**config.mk**
```make
export PLATFORM = sky130hd
export DESIGN_NAME = sorted_timer_queue
export DESIGN_NICKNAME = d
export VERILOG_FILES = /design/src/stq_pkg.sv /design/src/sorted_timer_queue.sv /design/src/stq_cell.sv
export VERILOG_INCLUDE_DIRS = /design/src /design/src/src
export SDC_FILE = /design/constraint.sdc
export NUM_CORES = 2
export LEC_CHECK = 0
export BUFFER_PORTS_ARGS = -buffer_cell sky130_fd_sc_hd__buf_2
export CORE_ASPECT_RATIO = 0.6
export CORE_MARGIN = 2
export CORE_UTILIZATION = 35
export DETAILED_ROUTE_END_ITERATION = 8
export PLACE_DENSITY_LB_ADDON = 0.12
export SETUP_SLACK_MARGIN = 0.1
export SYNTH_ARGS = -nofsm -noshare
export SYNTH_HDL_FRONTEND = slang
export SYNTH_SLANG_ARGS = --single-unit
```
**constraint.sdc**
```tcl
create_clock -name i_clk -period 26.4 [get_ports i_clk]
set_input_delay 6.6 -clock i_clk [delete_from_list [all_inputs] [get_ports i_clk]]
set_output_delay 6.6 -clock i_clk [all_outputs]
set_load 0.02 [all_outputs]
```
**src/sorted_timer_queue_assert.svh**
```systemverilog
// ----------------------------------------------------------------------------
// sorted_timer_queue_assert.svh : assertion macros
// Shared concurrent-assertion templates for the timer queue.
// ----------------------------------------------------------------------------
`ifndef SORTED_TIMER_QUEUE_ASSERT_SVH
`define SORTED_TIMER_QUEUE_ASSERT_SVH

// Same-cycle implication, disabled in reset.
`define STQ_ASSERT_NOW(label, clk, rst_n, ante, cons) \
    label: assert property (@(posedge clk) disable iff (!(rst_n)) (ante) |-> (cons)) \
        else $error("sorted_timer_queue: same-cycle check failed");

// Next-cycle implication, disabled in reset.
`define STQ_ASSERT_NEXT(label, clk, rst_n, ante, cons) \
    label: assert property (@(posedge clk) disable iff (!(rst_n)) (ante) |=> (cons)) \
        else $error("sorted_timer_queue: next-cycle check failed");

`endif

```
**src/stq_pkg.sv**
```systemverilog
// ----------------------------------------------------------------------------
// stq_pkg : sorted timer queue shared definitions
// Field widths, action and result codes, cell control and cell contents.
// ----------------------------------------------------------------------------
package stq_pkg;

    localparam int DEPTH_DEF      = 16;
    localparam int TIME_WIDTH_DEF = 48;

    localparam int ACTION_W = 2;
    localparam int TIME_W   = 48;
    localparam int ID_W     = 31;
    localparam int TAG_W    = 16;
    localparam int KIND_W   = 3;

    localparam int IN_DATA_W  = 144;
    localparam int OUT_DATA_W = 48;

    localparam logic [ID_W-1:0] ID_MAX = {ID_W{1'b1}};

    localparam logic [ACTION_W-1:0] ACT_SET    = 2'd0;
    localparam logic [ACTION_W-1:0] ACT_CANCEL = 2'd1;
    localparam logic [ACTION_W-1:0] ACT_TICK   = 2'd2;
    localparam logic [ACTION_W-1:0] ACT_NOP    = 2'd3;

    localparam logic [KIND_W-1:0] KIND_SET     = 3'd0;
    localparam logic [KIND_W-1:0] KIND_CANCEL  = 3'd1;
    localparam logic [KIND_W-1:0] KIND_EXPIRED = 3'd2;
    localparam logic [KIND_W-1:0] KIND_NONE    = 3'd3;
    localparam logic [KIND_W-1:0] KIND_FULL    = 3'd4;
    localparam logic [KIND_W-1:0] KIND_BADID   = 3'd5;

    typedef enum logic [2:0] {
        OP_HOLD,
        OP_EVAL,
        OP_INSERT,
        OP_REMOVE,
        OP_POP
    } t_cell_op;

    typedef struct packed {
        t_cell_op op;
        logic     by_id;
    } t_cell_ctrl;

    typedef struct packed {
        logic             valid;
        logic             flag;
        logic [ID_W-1:0]  id;
        logic [TAG_W-1:0] tag;
    } t_cell_info;

endpackage

```
**src/sorted_timer_queue.sv**
```systemverilog
// Each accepted word is first evaluated into the cell flags; the act step then writes any
// result word, holding while the result register still waits on the receiver. A word is
// taken only in idle, so the next one waits until the last is done; a tick pops expired
// timers off the head, one result per cycle while the receiver keeps up (a single one if none).
// Reset clears all valid bits, the id counter and the output valid bit at once;
// no clearing pass is needed, and the first word is taken right after reset.
// ----------------------------------------------------------------------------
// sorted_timer_queue : sorted timer list with set, cancel and tick
// A chain of DEPTH cells kept in expiry order; the head is the earliest timer.
// ----------------------------------------------------------------------------
`include "sorted_timer_queue_assert.svh"

module sorted_timer_queue #(
    parameter int DEPTH      = stq_pkg::DEPTH_DEF,
    parameter int TIME_WIDTH = stq_pkg::TIME_WIDTH_DEF
) (
    input  logic                              i_clk,
    input  logic                              i_rst_n,
    // input stream
    input  logic                              i_s_tvalid,
    output logic                              o_s_tready,
    // tdata: expire_time[47:0], timer_id[78:48], user_tag[94:79], now_time[142:95], zero
    input  logic [stq_pkg::IN_DATA_W-1:0]     i_s_tdata,
    // tuser: action[1:0]
    input  logic [stq_pkg::ACTION_W-1:0]      i_s_tuser,
    // result stream
    output logic                              o_m_tvalid,
    input  logic                              i_m_tready,
    // tdata: out_id[30:0], out_tag[46:31], found[47]
    output logic [stq_pkg::OUT_DATA_W-1:0]    o_m_tdata,
    // tuser: kind[2:0]
    output logic [stq_pkg::KIND_W-1:0]        o_m_tuser,
    output logic                              o_m_tlast
);

    typedef enum logic {
        S_IDLE,
        S_ACT
    } t_state;

    t_state r_state;

    // input field unpacking
    logic [stq_pkg::TIME_W-1:0] w_in_etime;
    logic [stq_pkg::ID_W-1:0]   w_in_id;
    logic [stq_pkg::TAG_W-1:0]  w_in_tag;
    logic [stq_pkg::TIME_W-1:0] w_in_now;
    logic [TIME_WIDTH-1:0]      w_etime;
    logic [TIME_WIDTH-1:0]      w_now;

    assign w_in_etime = i_s_tdata[47:0];
    assign w_in_id    = i_s_tdata[78:48];
    assign w_in_tag   = i_s_tdata[94:79];
    assign w_in_now   = i_s_tdata[142:95];

    // take times in their low TIME_WIDTH bits, zero-extend if wider
    assign w_etime = TIME_WIDTH'({{TIME_WIDTH{1'b0}}, w_in_etime});
    assign w_now   = TIME_WIDTH'({{TIME_WIDTH{1'b0}}, w_in_now});

    // latched item
    logic [stq_pkg::ACTION_W-1:0] r_action;
    logic [TIME_WIDTH-1:0]        r_etime;
    logic [stq_pkg::ID_W-1:0]     r_tid;
    logic [stq_pkg::TAG_W-1:0]    r_tag;
    logic [stq_pkg::ID_W-1:0]     r_last_id;

    // output register
    logic                         r_ovalid;
    logic [stq_pkg::KIND_W-1:0]   r_okind;
    logic [stq_pkg::ID_W-1:0]     r_oid;
    logic [stq_pkg::TAG_W-1:0]    r_otag;
    logic                         r_ofound;
    logic                         r_olast;

    logic w_accept;
    logic w_slot_free;

    assign o_s_tready  = (r_state == S_IDLE);
    assign w_accept    = i_s_tvalid && o_s_tready;
    assign w_slot_free = !r_ovalid || i_m_tready;

    // cell chain wiring
    stq_pkg::t_cell_ctrl   w_ctrl;
    logic [TIME_WIDTH-1:0] w_key_time;
    logic [TIME_WIDTH-1:0] w_time [DEPTH];
    stq_pkg::t_cell_info   w_info [DEPTH];
    logic [DEPTH-1:0]      w_valid;
    logic [DEPTH-1:0]      w_flag;
    logic [DEPTH-1:0]      w_rm_sel;
    logic [stq_pkg::ID_W-1:0] w_nid;
    logic                  w_full;
    logic                  w_found;

    // result word built in the act cycle
    logic [stq_pkg::KIND_W-1:0] w_rkind;
    logic [stq_pkg::ID_W-1:0]   w_rid;
    logic [stq_pkg::TAG_W-1:0]  w_rtag;
    logic                       w_rfound;
    logic                       w_rlast;
    logic                       w_more;

    // next id wraps to 1, never 0
    assign w_nid   = (r_last_id == stq_pkg::ID_MAX) ? {{(stq_pkg::ID_W-1){1'b0}}, 1'b1}
                                                    : r_last_id + 1'b1;
    assign w_full  = w_valid[DEPTH-1];
    assign w_found = |w_flag;

    // every cell at or after the first id match takes its right neighbor;
    // m | -m sets all bits from the lowest set bit upward, zero if no match
    assign w_rm_sel = w_flag | (~w_flag + {{(DEPTH-1){1'b0}}, 1'b1});

    // compare key: tick time for tick, expiry time for set
    assign w_key_time = (i_s_tuser == stq_pkg::ACT_TICK) ? w_now : w_etime;

    // chain command for this cycle
    always_comb begin
        w_ctrl.op    = stq_pkg::OP_HOLD;
        w_ctrl.by_id = 1'b0;
        if (w_accept) begin
            // evaluate all cells in the cycle the word is taken
            w_ctrl.op    = stq_pkg::OP_EVAL;
            w_ctrl.by_id = (i_s_tuser == stq_pkg::ACT_CANCEL);
        end else if (r_state == S_ACT && w_slot_free) begin
            unique case (r_action)
                stq_pkg::ACT_SET: begin
                    if (!w_full) begin
                        w_ctrl.op = stq_pkg::OP_INSERT;
                    end
                end
                stq_pkg::ACT_CANCEL: begin
                    if (r_tid != '0) begin
                        w_ctrl.op = stq_pkg::OP_REMOVE;
                    end
                end
                stq_pkg::ACT_TICK: begin
                    if (w_flag[0]) begin
                        w_ctrl.op = stq_pkg::OP_POP;
                    end
                end
                stq_pkg::ACT_NOP: begin
                end
                default: begin
                end
            endcase
        end
    end

    genvar gi;
    generate
        for (gi = 0; gi < DEPTH; gi++) begin : g_cell
            logic [TIME_WIDTH-1:0] w_prev_time;
            stq_pkg::t_cell_info   w_prev;
            logic [TIME_WIDTH-1:0] w_next_time;
            stq_pkg::t_cell_info   w_next;

            if (gi == 0) begin : g_head
                // the head always sees a "keep" neighbor: insert lands here if it is later
                assign w_prev_time = '0;
                assign w_prev      = '{valid: 1'b0, flag: 1'b1, id: '0, tag: '0};
            end else begin : g_body
                assign w_prev_time = w_time[gi-1];
                assign w_prev      = w_info[gi-1];
            end

            if (gi == DEPTH - 1) begin : g_tail
                assign w_next_time = '0;
                assign w_next      = '{valid: 1'b0, flag: 1'b0, id: '0, tag: '0};
            end else begin : g_inner
                assign w_next_time = w_time[gi+1];
                assign w_next      = w_info[gi+1];
            end

            stq_cell #(
                .TIME_WIDTH (TIME_WIDTH)
            ) u_cell (
                .i_clk       (i_clk),
                .i_rst_n     (i_rst_n),
                .i_ctrl      (w_ctrl),
                .i_key_time  (w_key_time),
                .i_key_id    (w_in_id),
                .i_new_time  (r_etime),
                .i_new_id    (w_nid),
                .i_new_tag   (r_tag),
                .i_prev_time (w_prev_time),
                .i_prev      (w_prev),
                .i_next_time (w_next_time),
                .i_next      (w_next),
                .i_sel       (w_rm_sel[gi]),
                .o_time      (w_time[gi]),
                .o_info      (w_info[gi])
            );

            assign w_valid[gi] = w_info[gi].valid;
            assign w_flag[gi]  = w_info[gi].flag;
        end
    endgenerate

    // hold the accepted word for the act cycle
    always_ff @(posedge i_clk) begin
        if (w_accept) begin
            r_action <= i_s_tuser;
            r_etime  <= w_etime;
            r_tid    <= w_in_id;
            r_tag    <= w_in_tag;
        end
    end

    // result word for the latched action; unused fields stay zero
    always_comb begin
        w_rkind  = stq_pkg::KIND_NONE;
        w_rid    = '0;
        w_rtag   = '0;
        w_rfound = 1'b0;
        w_rlast  = 1'b1;
        w_more   = 1'b0;
        unique case (r_action)
            stq_pkg::ACT_SET: begin
                if (w_full) begin
                    w_rkind = stq_pkg::KIND_FULL;
                end else begin
                    w_rkind = stq_pkg::KIND_SET;
                    w_rid   = w_nid;
                end
            end
            stq_pkg::ACT_CANCEL: begin
                if (r_tid == '0) begin
                    w_rkind = stq_pkg::KIND_BADID;
                end else begin
                    w_rkind  = stq_pkg::KIND_CANCEL;
                    w_rfound = w_found;
                end
            end
            default: begin
                // tick: emit the head while it has expired
                if (w_flag[0]) begin
                    w_rkind = stq_pkg::KIND_EXPIRED;
                    w_rid   = w_info[0].id;
                    w_rtag  = w_info[0].tag;
                    w_rlast = !w_flag[1];
                    w_more  = w_flag[1];
                end
            end
        endcase
    end

    // sequencer: state, id counter and output register
    always_ff @(posedge i_clk) begin
        if (!i_rst_n) begin
            r_state   <= S_IDLE;
            r_ovalid  <= 1'b0;
            r_last_id <= '0;
        end else begin
            unique case (r_state)
                S_IDLE: begin
                    if (r_ovalid && i_m_tready) begin
                        r_ovalid <= 1'b0;
                    end
                    if (w_accept) begin
                        r_state <= S_ACT;
                    end
                end
                S_ACT: begin
                    priority if (r_action == stq_pkg::ACT_NOP) begin
                        // unused action: drop silently
                        if (r_ovalid && i_m_tready) begin
                            r_ovalid <= 1'b0;
                        end
                        r_state <= S_IDLE;
                    end else if (w_slot_free) begin
                        r_ovalid <= 1'b1;
                        r_okind  <= w_rkind;
                        r_oid    <= w_rid;
                        r_otag   <= w_rtag;
                        r_ofound <= w_rfound;
                        r_olast  <= w_rlast;
                        r_state  <= w_more ? S_ACT : S_IDLE;
                        if ((r_action == stq_pkg::ACT_SET) && !w_full) begin
                            r_last_id <= w_nid;
                        end
                    end else begin
                        // hold while the result register waits on the receiver
                    end
                end
                default: begin
                    r_state <= S_IDLE;
                end
            endcase
        end
    end

    assign o_m_tvalid = r_ovalid;
    assign o_m_tdata  = {r_ofound, r_otag, r_oid};
    assign o_m_tuser  = r_okind;
    assign o_m_tlast  = r_olast;

    // pending timers always fill the chain from the head without holes
    `STQ_ASSERT_NOW(a_chain_packed, i_clk, i_rst_n, 1'b1,
        $onehot({1'b0, w_valid} + {{DEPTH{1'b0}}, 1'b1}))

    // a fresh id is never zero
    `STQ_ASSERT_NOW(a_set_id_nonzero, i_clk, i_rst_n,
        o_m_tvalid && (o_m_tuser == stq_pkg::KIND_SET),
        o_m_tdata[stq_pkg::ID_W-1:0] != '0)

    // a set against a full chain reports full
    `STQ_ASSERT_NEXT(a_full_reported, i_clk, i_rst_n,
        (r_state == S_ACT) && (r_action == stq_pkg::ACT_SET) && w_slot_free && w_full,
        o_m_tvalid && (o_m_tuser == stq_pkg::KIND_FULL))

endmodule

```
**src/stq_cell.sv**
```systemverilog
// ----------------------------------------------------------------------------
// stq_cell : one slot of the sorted timer chain
// Holds one timer and a compare flag; shifts with its neighbors on command.
// ----------------------------------------------------------------------------
module stq_cell #(
    parameter int TIME_WIDTH = stq_pkg::TIME_WIDTH_DEF
) (
    input  logic                    i_clk,
    input  logic                    i_rst_n,
    input  stq_pkg::t_cell_ctrl     i_ctrl,
    input  logic [TIME_WIDTH-1:0]   i_key_time,
    input  logic [stq_pkg::ID_W-1:0] i_key_id,
    input  logic [TIME_WIDTH-1:0]   i_new_time,
    input  logic [stq_pkg::ID_W-1:0] i_new_id,
    input  logic [stq_pkg::TAG_W-1:0] i_new_tag,
    input  logic [TIME_WIDTH-1:0]   i_prev_time,
    input  stq_pkg::t_cell_info     i_prev,
    input  logic [TIME_WIDTH-1:0]   i_next_time,
    input  stq_pkg::t_cell_info     i_next,
    input  logic                    i_sel,
    output logic [TIME_WIDTH-1:0]   o_time,
    output stq_pkg::t_cell_info     o_info
);

    logic                      r_valid, n_valid;
    logic                      r_flag, n_flag;
    logic [TIME_WIDTH-1:0]     r_time, n_time;
    logic [stq_pkg::ID_W-1:0]  r_id, n_id;
    logic [stq_pkg::TAG_W-1:0] r_tag, n_tag;

    always_comb begin
        n_valid = r_valid;
        n_flag  = r_flag;
        n_time  = r_time;
        n_id    = r_id;
        n_tag   = r_tag;
        unique case (i_ctrl.op)
            stq_pkg::OP_HOLD: begin
            end
            stq_pkg::OP_EVAL: begin
                if (i_ctrl.by_id) begin
                    n_flag = r_valid && (r_id == i_key_id);
                end else begin
                    n_flag = r_valid && (r_time <= i_key_time);
                end
            end
            stq_pkg::OP_INSERT: begin
                // flag = valid and not later than the new time: keep the slot
                if (!r_flag) begin
                    if (i_prev.flag) begin
                        n_valid = 1'b1;
                        n_time  = i_new_time;
                        n_id    = i_new_id;
                        n_tag   = i_new_tag;
                    end else begin
                        n_valid = i_prev.valid;
                        n_time  = i_prev_time;
                        n_id    = i_prev.id;
                        n_tag   = i_prev.tag;
                    end
                end
            end
            stq_pkg::OP_REMOVE: begin
                if (i_sel) begin
                    n_valid = i_next.valid;
                    n_flag  = i_next.flag;
                    n_time  = i_next_time;
                    n_id    = i_next.id;
                    n_tag   = i_next.tag;
                end
            end
            stq_pkg::OP_POP: begin
                n_valid = i_next.valid;
                n_flag  = i_next.flag;
                n_time  = i_next_time;
                n_id    = i_next.id;
                n_tag   = i_next.tag;
            end
            default: begin
            end
        endcase
    end

    always_ff @(posedge i_clk) begin
        if (!i_rst_n) begin
            r_valid <= 1'b0;
            r_flag  <= 1'b0;
        end else begin
            r_valid <= n_valid;
            r_flag  <= n_flag;
        end
    end

    always_ff @(posedge i_clk) begin
        r_time <= n_time;
        r_id   <= n_id;
        r_tag  <= n_tag;
    end

    assign o_time       = r_time;
    assign o_info.valid = r_valid;
    assign o_info.flag  = r_flag;
    assign o_info.id    = r_id;
    assign o_info.tag   = r_tag;

endmodule
```
### Yosys cells after proc, flatten, opt, wreduce, memory -nomap -nowiden

Cells that the tools add are included.

* $add $sub $neg: 2
* order comparisons: 16
* equal/unequal tests: 59
* muxes and demuxes: 326
* bitwise gates (word level): 6
* reduce and logical (&&, ||, !) cells: 83

Operators by type and width (number)
* $mux 48: 48
* $pmux 48 s3: 16
* $mux 31: 50
* $pmux 31 s3: 16
* $le 48x48->1: 16
* $pmux 16 s3: 16
* $mux 16: 47
* $eq 31x31->1: 16
* $pmux 1 s3: 32
* $mux 1: 89
* $ne 2x2->1 const B: 32
* $pmux 31 s2: 1
* $reduce_and 3->1: 16
* $logic_and 1x1->1: 36
* $reduce_and 2->1: 16
* $add 31x1->31 const B: 1
* $eq 31x31->1 const B: 1
* $logic_not 31->1: 1
* $reduce_bool 31->1: 1
* $add 16x1->16 const B: 1
* $not 16->16: 1
* $or 16x16->16: 1
* $reduce_or 16->1: 1
* $mux 3: 5
* 18 further kinds: 32

* register bits: 1734
* input bits: 150
* output and inout port bits: 54

### Logic depth before layout (Yosys ltp)

* word-level depth: 8
* gate-level depth with buffers: 14
* mapped depth without buffers: 11

### Cells and area by module

A second synthesis with hierarchy kept.

* cells, all modules: 11073
* area, all modules: 112581.7 um^2

Modules (own cells, without submodules)
* stq_cell at g_cell[0].u_cell ...: instances 13, cells each 655, area each 6542.5 um^2, sequential area each 2892.8 um^2
* stq_cell at g_cell[8].u_cell ...: instances 2, cells each 650, area each 6550.0 um^2, sequential area each 2892.8 um^2
* sorted_timer_queue: instances 1, cells each 608, area each 7916.3 um^2, sequential area each 5134.9 um^2
* stq_cell at g_cell[7].u_cell: instances 1, cells each 650, area each 6512.5 um^2, sequential area each 2892.8 um^2

### Least setup slack after synthesis

Ideal clock, no wire load.

* kind: input to register
* from: in i_m_tready
* to: reg g_cell[9].u_cell.r_valid
* library setup time: 0.092 ns
* data arrival time: 15.259 ns
* required time: 26.308 ns
* setup slack: 11.049 ns
* stages: 8
* path buffers: 1
* cells stage by stage: nand2b_1 > nand2_1 > a21oi_1 > buf_2 > nor2_1 > a211oi_1 > o211ai_1 > a21oi_1

* cells in the longest elaborated chain, start to end: 7
* elaborated cells on any way between the ends: 12
* classes of those cells: 5 x eq/ne; 3 x mux; 4 x reduce/logical

Ends and longest elaborated chain
* start, declared: RTL line sorted_timer_queue.sv:28 `input logic i_m_tready,`
* $logic_or 1x1->1 *: RTL line sorted_timer_queue.sv:80 `assign w_slot_free = !r_ovalid || i_m_tready;`
* $logic_and 1x1->1 *: RTL line sorted_timer_queue.sv:123 `end else if (r_state == S_ACT && w_slot_free) begin`
* $mux 3 *: RTL line sorted_timer_queue.sv:123
* $mux 3 *: RTL line sorted_timer_queue.sv:119 `if (w_accept) begin`
* $eq 3x2->1 or $eq 3x3->1 (tied branches): RTL line stq_cell.sv:37 `unique case (i_ctrl.op)`
* $ne 2x2->1 (no source line) or $reduce_bool 3->1 (tied branches)
* $reduce_and 3->1 (no source line)
* end signal, assigned: RTL line stq_cell.sv:89 `r_valid <= n_valid;`
* end, declared: RTL line stq_cell.sv:25 `logic r_valid, n_valid;`

Every way passes the cells marked *; elsewhere a longest branch is shown, timed or not.
A chain may end at the register's enable or synchronous reset.

### Final worst setup path

* from: in i_m_tready
* to: reg g_cell[8].u_cell.r_time[45] (data pin)

* cells in the longest elaborated chain, start to end: 6
* elaborated cells on any way between the ends: 8
* classes of those cells: 3 x eq/ne; 3 x mux; 2 x reduce/logical

Ends and longest elaborated chain
* $logic_or 1x1->1 *: RTL line sorted_timer_queue.sv:80
* $logic_and 1x1->1 *: RTL line sorted_timer_queue.sv:123
* $mux 3 *: RTL line sorted_timer_queue.sv:123
* $mux 3 *: RTL line sorted_timer_queue.sv:119
* $eq 3x3->1 or $eq 3x2->1 (tied branches): RTL line stq_cell.sv:37
* $pmux 48 s3 *: RTL line stq_cell.sv:37
* named net g_cell[8].u_cell.n_time[45]: RTL line stq_cell.sv:27 `logic [TIME_WIDTH-1:0] r_time, n_time;`
* end signal, assigned: RTL line stq_cell.sv:95 `r_time <= n_time;`
* end, declared: RTL line stq_cell.sv:27

Mark *: on every way through the listed nets, which the timed path passes. The rest lies on a longest branch.

==> reports/summary.md <==
The run finished with clean final reports. Global routing used 25.7% of the available tracks. For this design the top-level I/O count stands at 204.

The run gives 0 as the final setup violation count. The slowest cell on the critical path is buf_4. Along the worst path, the maximum fanout reaches 219. Final cycle utilization of the critical path: 47.8%. The startpoint identified for the worst register-to-register timing path is r_action[1]. The synthesized netlist devotes 8.95% of its cell area to adder and majority cells. The initial antenna violation count is 28, and the largest net degree at the start of global routing is 306. For the post-route setup TNS, the log shows 0 ps. The highest attainable clock frequency is 0.0792 GHz. In this run the worst setup path terminates at g_cell[8].u_cell.o_time[45]. The net load switching power is 2.00 mW, and the H-tree level count is 4. The placeable core region was 304000 sq um; the sequential share of power was 47.3%. The number of nets in the synthesized netlist is 11.2k.

The count of nets left with antenna violations once routing finished came out at 0. The iteration-0 DRC count of the detailed router is 10.1k, and the count of final hold-check violations is 0. The portion of synthesized area spent on multiplexers is 11.1%. Routability-driven placement finished with a final weighted congestion of 0.953. The tools report the combinational cell fraction of total power as 13.2%. Category of cells accounting for the largest share of critical-path delay: buffers and inverters. The routed design has 409 mm of wire. The tools report the number of nets in the layout as 11.1k. The register clock-pin slew on the reported worst setup and hold paths was 70 ps.

The fraction of power spent switching nets was 28.7%. After synthesis the cells add up to 107000 sq um. The setup check on the worst reg-to-reg path leaves a slack of 18180 ps. The most common cell after layout, fill and taps aside was nand2_1. Power spread over the standard cell area amounts to 59.0 nW/um^2. The critical path is of the primary input to register type. After synthesis, the largest family of logic cells by area is compound AO/OA/AOI/OAI gates. The worst register-to-register path ends at g_cell[8].u_cell.o_time[45]. Most used cell along the critical path: buf_4. The synthesis-to-finish area growth is 10.7%, and the number of buffer and inverter instances along the worst setup path is 7. For this run, the slowest stage of the critical path takes 980 ps.

The analysis attributes to cell leakage a power of 39.4 nW. The logs give 0 for the buffer count from post-CTS setup fixing and 6 for the number of optimization iterations in the first detailed-route pass. The depth of the worst register-to-register path came out at 11. Cells fill 38.9% of the core in the end. The post-synthesis instance total was 10.3k; the total of cells resized after clock tree synthesis was 0.

The logs give 310000 sq um for the full die area and 0.0000504 V for the maximum resistive drop on vdd. Of the cells placed in the final design, the portion with a size suffix greater than 1 is 7.79%. The synthesized netlist devotes 13.0% of its cell area to compound gates. Yosys printed 0 warnings.

The clock group share of total power is 39.5%, and the actual transition at the worst max-transition pin is 1410 ps. The tools report the largest clock skew in the final design as 71.2 ps. The leading register cell type out of synthesis is edfxtp_1. The tightest hold path in the finished design has a slack of 485 ps.

The synthesized netlist devotes 4.51% of its cell area to XOR and XNOR gates. After synthesis the netlist holds a flip-flop and latch count of 1734. The internal portion of the total power is 4.98 mW.

In this run the number of cells on the critical path is 11. Proportion of synthesized flip-flops having asynchronous set or reset: 0%. No sink is reached through more buffers than the 4 on the longest clock path. The run gives 83.4k as the overall via count from detail_route. In the layout the commonest cells are nand2_1, edfxtp_1, o21ai_0. The sort of element at the end of the critical path was a register.

The worst setup path is launched from a primary input. Counting distinct cell types in the post-synthesis netlist gives 75. The die is 432 um tall. The clock tree root driver cell is clkbuf_16. The final number of max-transition violations is 0. The logs give 5.83% for the remaining max-slew budget at the tightest pin and 0 for the hold-fix buffer count after cts.

The run gives 0 as the overflow left after global routing. The worst hold path belongs to the class register to register. The tools report the final HPWL from detailed placement as 295 mm. Of the total synthesized cell area, the portion taken by AND, OR, NAND and NOR gates is 11.4%. The CTS buffer count was 197. The synthesized design contains 1669 enable-type register cells. The first global-routing pass estimated 583 mm of wire. Via density per instance: 5.79.

The sequential fraction of the synthesis area is 48.1%, and the data required time at the worst endpoint is 26960 ps. The most critical setup path has its startpoint at i_m_tready. The count of max-cap constraint violations is 0.

TritonCTS built the clock tree. The post-synthesis average cell area came out at 10.4 sq um. The signal on the critical path passes through buf_2 -> nand2b_1 -> nand2_1 -> a21oi_4 -> buf_4 -> buf_4 -> buf_12 -> buf_4 -> buf_4 -> buf_4 -> o21ai_0. Buffers placed on the I/O ports in this run total 202. The via count of the first global-routing pass is 80.1k, and the clock insertion delay at the later pin of the skew report is 920 ps. The die is 717 um wide. The smallest clock period supported by the final layout is computed as 12620 ps.

Once the floorplan was initialized, standard cells occupied 35.1% of the core. The floorplan has 157 rows. At the worst endpoint, the arrival time is 13180 ps.

The routed wire length per instance was 28.4 um. Setup repair after global routing left no endpoint under its margin. The run gives 0 as the post-detailed-route DRC marker count.

The number of clock sinks is 1734.
[worst min path at each step]
stage	end	cells past startpoint	slack (ps)	start
floorplan	r_last_id[7]	2	460	r_last_id[7]
global placement	r_last_id[7]	2	470	r_last_id[7]
detailed placement	r_last_id[19]	2	480	r_last_id[19]
CTS	r_last_id[7]	2	480	r_last_id[7]
global route	r_last_id[7]	2	520	r_last_id[7]
finish	r_last_id[7]	2	480	r_last_id[7]
[power groups by stage]
stage / registers [mW] / clock network, mW / logic [mW]
after floorplan: 3.29 / 0 / 0.564
after global placement: 3.35 / 0 / 0.882
after detailed placement: 3.35 / 0 / 0.897
after CTS: 3.30 / 2.82 / 0.901
after global routing: 3.31 / 2.91 / 1.00
final: 3.30 / 2.75 / 0.924
[final cells by class]
cell class | count | area, sq um
diodes | 2 | 5.00
clock buffers | 252 | 5260
clock inverters | 101 | 773
fillers | 29703 | 186000
inverters | 48 | 180
multi-input cells | 7794 | 52800
flip-flops and latches | 1734 | 51500
well taps | 4054 | 5070
repair buffers | 405 | 2620
[state kept, by name, indices dropped and copies added, names as in the netlist, 31 cells and up]
signal and cells:
g_cell.u_cell.o_time 768, g_cell.u_cell.r_id 496, g_cell.u_cell.r_tag 256, r_etime 48, r_last_id 31, r_oid 31
r_tid 31
[worst reg2reg max path, cell delays in order (launching register included)]
cell and delay [ps]:
edfxtp_1 930, and2_1 230, buf_4 370, nand2b_1 280, a21oi_4 600, buf_4 630, buf_4 790, buf_12 700
buf_4 1040, buf_4 910, buf_4 1060, o21ai_0 330
[cell usage after synthesis, types with 97 or more instances]
| library cell | number | area, sq um |
|---|---|---|
| xnor2_1 | 276 | 2420 |
| a21o_1 | 243 | 1820 |
| nor4_1 | 109 | 682 |
| clkbuf_1 | 562 | 2110 |
| nand2_1 | 1846 | 6930 |
| nand4_1 | 224 | 1400 |
| ha_1 | 753 | 9420 |
| a21oi_1 | 378 | 1890 |
| buf_2 | 97 | 485 |
| mux2i_1 | 1183 | 11800 |
| nor2_1 | 345 | 1290 |
| edfxtp_1 | 1669 | 50100 |
| o21ai_0 | 1499 | 7500 |
| xor2_1 | 274 | 2400 |
[kinds of logic (layout without fill, tap and decap cells)]
logic type / Yosys count / in the layout
other cells: 0 / 2
mux: 1186 / 1186
fa+ha+maj: 767 / 767
compound gates: 2468 / 2468
buf+inv: 786 / 806
flops: 1734 / 1734
xor+xnor: 550 / 550
simple gates: 2823 / 2823
[through the flow]
step | std cells | area, sq um | power (mW) | worst slack (ps)
2_1_floorplan | 10314 | 107000 | 3.86 | 11050
3_3_place_gp | 14035 | 112000 | 4.23 | 13220
3_5_place_dp | 14035 | 112000 | 4.25 | 13120
4_1_cts | 14388 | 118000 | 7.01 | 14060
5_1_grt | 14388 | 118000 | 7.22 | 13360
6_report | 14390 | 118000 | 6.98 | 13780
[per-layer routing]
layer  global-route usage, %  routed length [um]
met5                       0                  47
met4                    4.22                6310
met3                    8.53               48500
met2                    32.0              148000
met1                    41.9              206000
Power figures use the tool's default switching activity.
